[src/hdl/dqu_pkg.sv]
// dqu_pkg: shared types, constants and codes for the double-ended queue unit
// no dependencies; imported by dqu_ctrl, dqu_dp and double_ended_queue_unit
`default_nettype none

package dqu_pkg;

    // storage geometry
    localparam int DEPTH = 1024;
    localparam int PTR_W = $clog2(DEPTH);
    localparam int CNT_W = $clog2(DEPTH + 1);
    localparam int SUM_W = PTR_W + 1;

    // fixed field widths of the transactions
    localparam int FUNC_W      = 3;
    localparam int VAL_W       = 32;
    localparam int IDX_W       = 10;
    localparam int STATUS_W    = 2;
    localparam int CNT_OUT_W   = 11;
    localparam int CMP_W       = (IDX_W > CNT_W) ? IDX_W : CNT_W;

    localparam logic [CNT_W-1:0] DEPTH_CNT = CNT_W'(DEPTH);
    localparam logic [SUM_W-1:0] DEPTH_SUM = SUM_W'(DEPTH);
    localparam logic [PTR_W-1:0] LAST_PTR  = PTR_W'(DEPTH - 1);

    typedef enum logic [FUNC_W-1:0] {
        FUNC_PUSH_BACK  = 3'd0,
        FUNC_PUSH_FRONT = 3'd1,
        FUNC_POP_BACK   = 3'd2,
        FUNC_POP_FRONT  = 3'd3,
        FUNC_READ_IDX   = 3'd4
    } t_func;

    typedef enum logic [STATUS_W-1:0] {
        ST_OK    = 2'd0,
        ST_EMPTY = 2'd1,
        ST_FULL  = 2'd2
    } t_status;

    typedef struct packed {
        logic [FUNC_W-1:0]        func;
        logic signed [VAL_W-1:0]  value;
        logic [IDX_W-1:0]         index;
    } t_req;

    typedef struct packed {
        logic signed [VAL_W-1:0]  read_value;
        logic [STATUS_W-1:0]      status;
        logic [CNT_OUT_W-1:0]     item_count;
        logic                     is_empty;
    } t_res;

    typedef enum logic [1:0] {
        S_IDLE,
        S_EXEC,
        S_RESP
    } t_state;

    // controller to datapath
    typedef struct packed {
        logic capture;
        logic exec;
    } t_dp_cmd;

endpackage

`default_nettype wire

[src/hdl/dqu_ctrl.sv]
// dqu_ctrl: request sequencing state machine for the double-ended queue unit
// depends on dqu_pkg; drives the handshakes and the datapath commands
`default_nettype none

module dqu_ctrl
    import dqu_pkg::*;
(
    input  wire logic    i_clk,
    input  wire logic    i_rst_n,
    input  wire logic    i_in_valid,
    output logic         o_in_stall,
    output logic         o_out_valid,
    input  wire logic    i_out_stall,
    output t_dp_cmd      o_cmd
);

    t_state r_state;
    t_state n_state;
    logic   w_take;

    always_ff @(posedge i_clk) begin
        if (!i_rst_n) begin
            r_state <= S_IDLE;
        end else begin
            r_state <= n_state;
        end
    end

    always_comb begin
        n_state     = r_state;
        o_in_stall  = 1'b1;
        o_out_valid = 1'b0;
        w_take      = 1'b0;
        o_cmd       = '0;
        unique case (r_state)
            S_IDLE: begin
                o_in_stall = 1'b0;
                w_take     = i_in_valid;
                if (w_take) begin
                    n_state = S_EXEC;
                end
            end
            S_EXEC: begin
                o_cmd.exec = 1'b1;
                n_state    = S_RESP;
            end
            S_RESP: begin
                o_out_valid = 1'b1;
                // a new request may enter in the cycle the result leaves
                o_in_stall  = i_out_stall;
                w_take      = i_in_valid && !i_out_stall;
                if (!i_out_stall) begin
                    n_state = w_take ? S_EXEC : S_IDLE;
                end
            end
            default: begin
                n_state = S_IDLE;
            end
        endcase
        o_cmd.capture = w_take;
    end

    resp_hold_a: assert property (@(posedge i_clk) disable iff (!i_rst_n)
        (r_state == S_RESP && i_out_stall) |=> (r_state == S_RESP))
        else $error("result dropped while stalled");

    exec_after_take_a: assert property (@(posedge i_clk) disable iff (!i_rst_n)
        o_cmd.capture |=> (r_state == S_EXEC))
        else $error("accepted request not executed");

    one_exec_a: assert property (@(posedge i_clk) disable iff (!i_rst_n)
        o_cmd.exec |=> !o_cmd.exec)
        else $error("request executed twice");

endmodule

`default_nettype wire

[config.mk]
export PLATFORM = sky130hd
export DESIGN_NAME = dqu_ctrl
export DESIGN_NICKNAME = d
export VERILOG_FILES = /design/src/hdl/dqu_pkg.sv /design/src/hdl/dqu_ctrl.sv
export SDC_FILE = /design/constraint.sdc
export NUM_CORES = 1
export LEC_CHECK = 0
export ABC_AREA = 0
export BUFFER_PORTS_ARGS = -buffer_cell sky130_fd_sc_hd__buf_2
export CORE_AREA = 2 2 39 41
export DETAILED_ROUTE_END_ITERATION = 10
export DIE_AREA = 0 0 41 43
export PLACE_DENSITY = 0.32
export SLEW_MARGIN = 20
export SYNTH_ARGS = -nofsm -noshare
export SYNTH_HDL_FRONTEND = slang
export SYNTH_SLANG_ARGS = --single-unit
[constraint.sdc]
create_clock -name i_clk -period 1.07 [get_ports i_clk]
set_input_delay 0.0535 -clock i_clk [delete_from_list [all_inputs] [get_ports i_clk]]
set_output_delay 0.0535 -clock i_clk [all_outputs]
set_load 0.005 [all_outputs]
**Word-level counts from Yosys, hierarchy flattened**

Cells that the tools add are included.

- Flip-flop bits (word level): 2
- Bits of input ports: 4
- Output and inout bits: 4
- Logic and storage cells: 17

- Equality and inequality tests: 4
- Mux-type cells: 8
- Reductions and logical operators: 4

Operator list:

| cell | count |
|---|---|
| $pmux W2 S3 | 1 |
| $mux W2 | 2 |
| $ne A2 B2 Y1 const B | 2 |
| $pmux W1 S2 | 2 |
| $mux W1 | 3 |
| $eq A2 B1 Y1 const B | 1 |
| $eq A2 B2 Y1 const B | 1 |
| $logic_not A2 Y1 | 1 |
| $reduce_and A2 Y1 | 1 |
| $logic_and A1 B1 Y1 | 1 |
| $logic_not A1 Y1 | 1 |

**Depth between registers and ports, before layout**

- Depth after elaboration: 5
- Depth in mapped cells: 3
- Mapped depth without buffers: 2

**Worst setup path before layout**

Ideal clock, no wire load.

- Path kind: flip-flop to output port
- Start point: reg r_state[1]
- End point: out o_cmd[1] (netlist bit)
- Arrival: 734 ps
- Required time: 1016 ps
- Path slack: 282 ps
- Stages on the path, launching flop included: 4
- Path buffers: 1
- Cell sequence: dfxtp_1 > nand2_1 > and3b_1 > buf_4

- Longest elaborated chain between the ends: 2

RTL lines:

| item | line | text |
|---|---|---|
| from (decl) | dqu_ctrl.sv:17 | `t_state r_state;` |
| from (signal assigned) | dqu_ctrl.sv:25 | `r_state <= n_state;` |
| $eq A2 B2 Y1 or $logic_not A2 Y1 (tied branches) | dqu_ctrl.sv:35 | `unique case (r_state)` |
| $pmux W1 S2 * | dqu_ctrl.sv:35 |  |
| to (decl) | dqu_ctrl.sv:14 | `output t_dp_cmd o_cmd` |

Every way passes the cells marked *; elsewhere a longest branch is shown, timed or not.

==> impl_metrics.json <==
{
  "portBuffers": 7,
  "grt_pass1_vias": 117,
  "r2r_cells": 2,
  "yosys.area.top_type": "dfxtp_1",
  "core_area_um2": 1380,
  "ys_types": 10,
  "synth_xor_area_share_pct": 0,
  "syn_area_um2": 121,
  "power.leakage_nw": 0.0931,
  "yosysSeqAreaShare_pct": 33.0,
  "dr.pass1.iters": 1,
  "synth-simple-area-share_pct": 47.4,
  "antenna_found_initial": 0,
  "largest_reg_flops": 2,
  "worstPathMaxFanout": 3,
  "h-tree-depth": 1,
  "startpoint_type": "register",
  "cts-root-buf": "clkbuf_4",
  "clk_path_buf_depth": 2,
  "power.density_nw_per_um2": 1530,
  "synthToLayoutAreaGrowth_pct": 52.6,
  "vias": 103,
  "fin_nets": 26,
  "synthMuxAreaShare_pct": 0,
  "hold_depth": 2,
  "dp_cells": 33,
  "insertion_delay_ps": 220,
  "final_cells": 36,
  "top_register": "r_state",
  "vdd_drop_max_mv": 0.226,
  "place_congestion": 0.553,
  "grt_max_degree": 6,
  "drt_wl_total_um": 256,
  "min_period_over_period_pct": 92.5,
  "dieArea_um2": 1760,
  "crit_path_end_kind": "primary output",
  "viasPerCell": 2.86,
  "critPathKind": "register to primary output",
  "clk_pin_slew_ps": 30,
  "ios": 8,
  "fp.dieH_um": 43,
  "hold_violations": 0,
  "max-cap-violations": 0,
  "synth_top_family_by_area": "simple AND/OR/NAND/NOR gates",
  "yosys-top-cells-area": "dfxtp_1 33%, buf_4 12%, nor2b_4 11%, and4b_1 8.2%, a22o_1 7.2%",
  "post_cts_buffers": 0,
  "clock.fmax_mhz": 1010,
  "cts_buffers": 3,
  "drv_slew": 0,
  "synth_fa_ha_area_share_pct": 0,
  "synth_top_area_share_pct": 33.0,
  "worstReg2RegEnd": "r_state[1]",
  "status": "finished, final reports clean",
  "avgSynthCellArea_um2": 10.1,
  "fin_tns_setup_ps": 0,
  "period_needed_ps": 989,
  "rows": 14,
  "synth_warnings": 0,
  "reg2reg_from": "r_state[0]",
  "drt-wirelength-per-cell_um": 7.11,
  "hpwl_um": 210,
  "finClkSkew_ps": 0.0825,
  "synth_cells": 12,
  "worstHoldEndpoint": "r_state[1]",
  "cts_tree": "done",
  "top_regs": "r_state: 2 flops",
  "synthesis.nets": 16,
  "hold_buffers": 0,
  "final_antenna_net_count": 0,
  "drc": 0,
  "worstHoldStart": "i_rst_n",
  "initial_core_util_pct": 8.77,
  "drt_iter0_drc": 0,
  "rsz0062_at_grt": "no",
  "die_x_um": 41,
  "drive_above_1_share_pct": 65.0,
  "grt_pass1_wl_um": 441,
  "cp.arrival_ps": 940,
  "holdWs_ps": 85.6,
  "ys_ff_latch": 2,
  "setup_violations": 0,
  "reg2reg_slack_ps": 270,
  "overflow": 0,
  "cp.required_ps": 1020,
  "clock_sinks": 2,
  "slew_headroom_pct": 89.3,
  "track_usage_pct": 3.90,
  "hold_path_class": "input pin to register",
  "synth_compound_area_share_pct": 7.22,
  "antenna_cells": 0,
  "tightest_slew_ps": 160
}
## worst max path at each step
| stage | start | endpoint |
|---|---|---|
| after floorplan | r_state[1] | o_cmd[1] |
| after global placement | r_state[1] | o_cmd[1] |
| after detailed placement | r_state[1] | o_cmd[1] |
| after CTS | r_state[1] | o_cmd[1] |
| after global routing | r_state[1] | o_cmd[1] |
| final | r_state[1] | o_cmd[1] |
## stage by stage
stage | util [%] | power (mW) | setup slack (ps) | cell area, um2
floorplan | - | 0.111 | 282 | 121
global placement | 11.7 | 0.122 | 268 | 161
detailed placement | 11.7 | 0.123 | 252 | 161
CTS | 13.3 | 0.292 | 16.4 | 184
global route | 13.4 | 0.305 | 17.5 | 185
finish | 13.4 | 0.283 | 80.7 | 185
## power breakdown
part | switching [mW] | internal, mW
Clock | 0.0381 | 0.123
Sequential | 0.00537 | 0.0803
Combinational | 0.0132 | 0.0230
## worst max-delay path: stages, from the launching register on
cell and delay, ps:
dfxtp_2 350, nand2_1 80, and3b_1 180, buf_2 120
## cell families after synthesis
kind of cell,count (synthesis)
buffers and inverters,2
and+or+nand+nor,7
DFF,2
AOI/OAI and AO/OA,1
## cells in the final DEF, fill, tap and decap left out
cell	count
dfxtp_2	1
dfxtp_1	1
a22o_1	1
nand2_1	1
and4b_1	1
nor2b_2	1
clkbuf_4	3
nor2b_4	1
nand2b_1	1
and2_1	1
buf_2	7
and3b_1	1
## repair_timing
action,CTS,global route
endpoints found under the setup margin,0,1
hold endpoints to repair,0,0
resized for setup,0,1
## cell type report
cell class | instances | area [um2]
Clock buffer | 3 | 22.5
Fill cell | 157 | 1200
Multi-Input combinational cell | 8 | 66.3
Sequential cell | 2 | 41.3
Tap cell | 16 | 20.0
Timing Repair Buffer | 7 | 35.0
## Yosys cell counts
library cell,count
a22o_1,1
and2_1,1
and3b_1,1
and4b_1,1
buf_4,2
dfxtp_1,2
nand2_1,1
nand2b_1,1
nor2b_2,1
nor2b_4,1
## layer usage
metal | GRT usage, % | wire length [um] | vias up
li1 | - | - | 56
met1 | 5.71 | 173 | 39
met2 | 3.75 | 57 | 8
met3 | 1.57 | 25 | 0
met4 | 4.00 | 0 | 0
met5 | 0 | 0 | -
(Power assumes the default switching activity.)
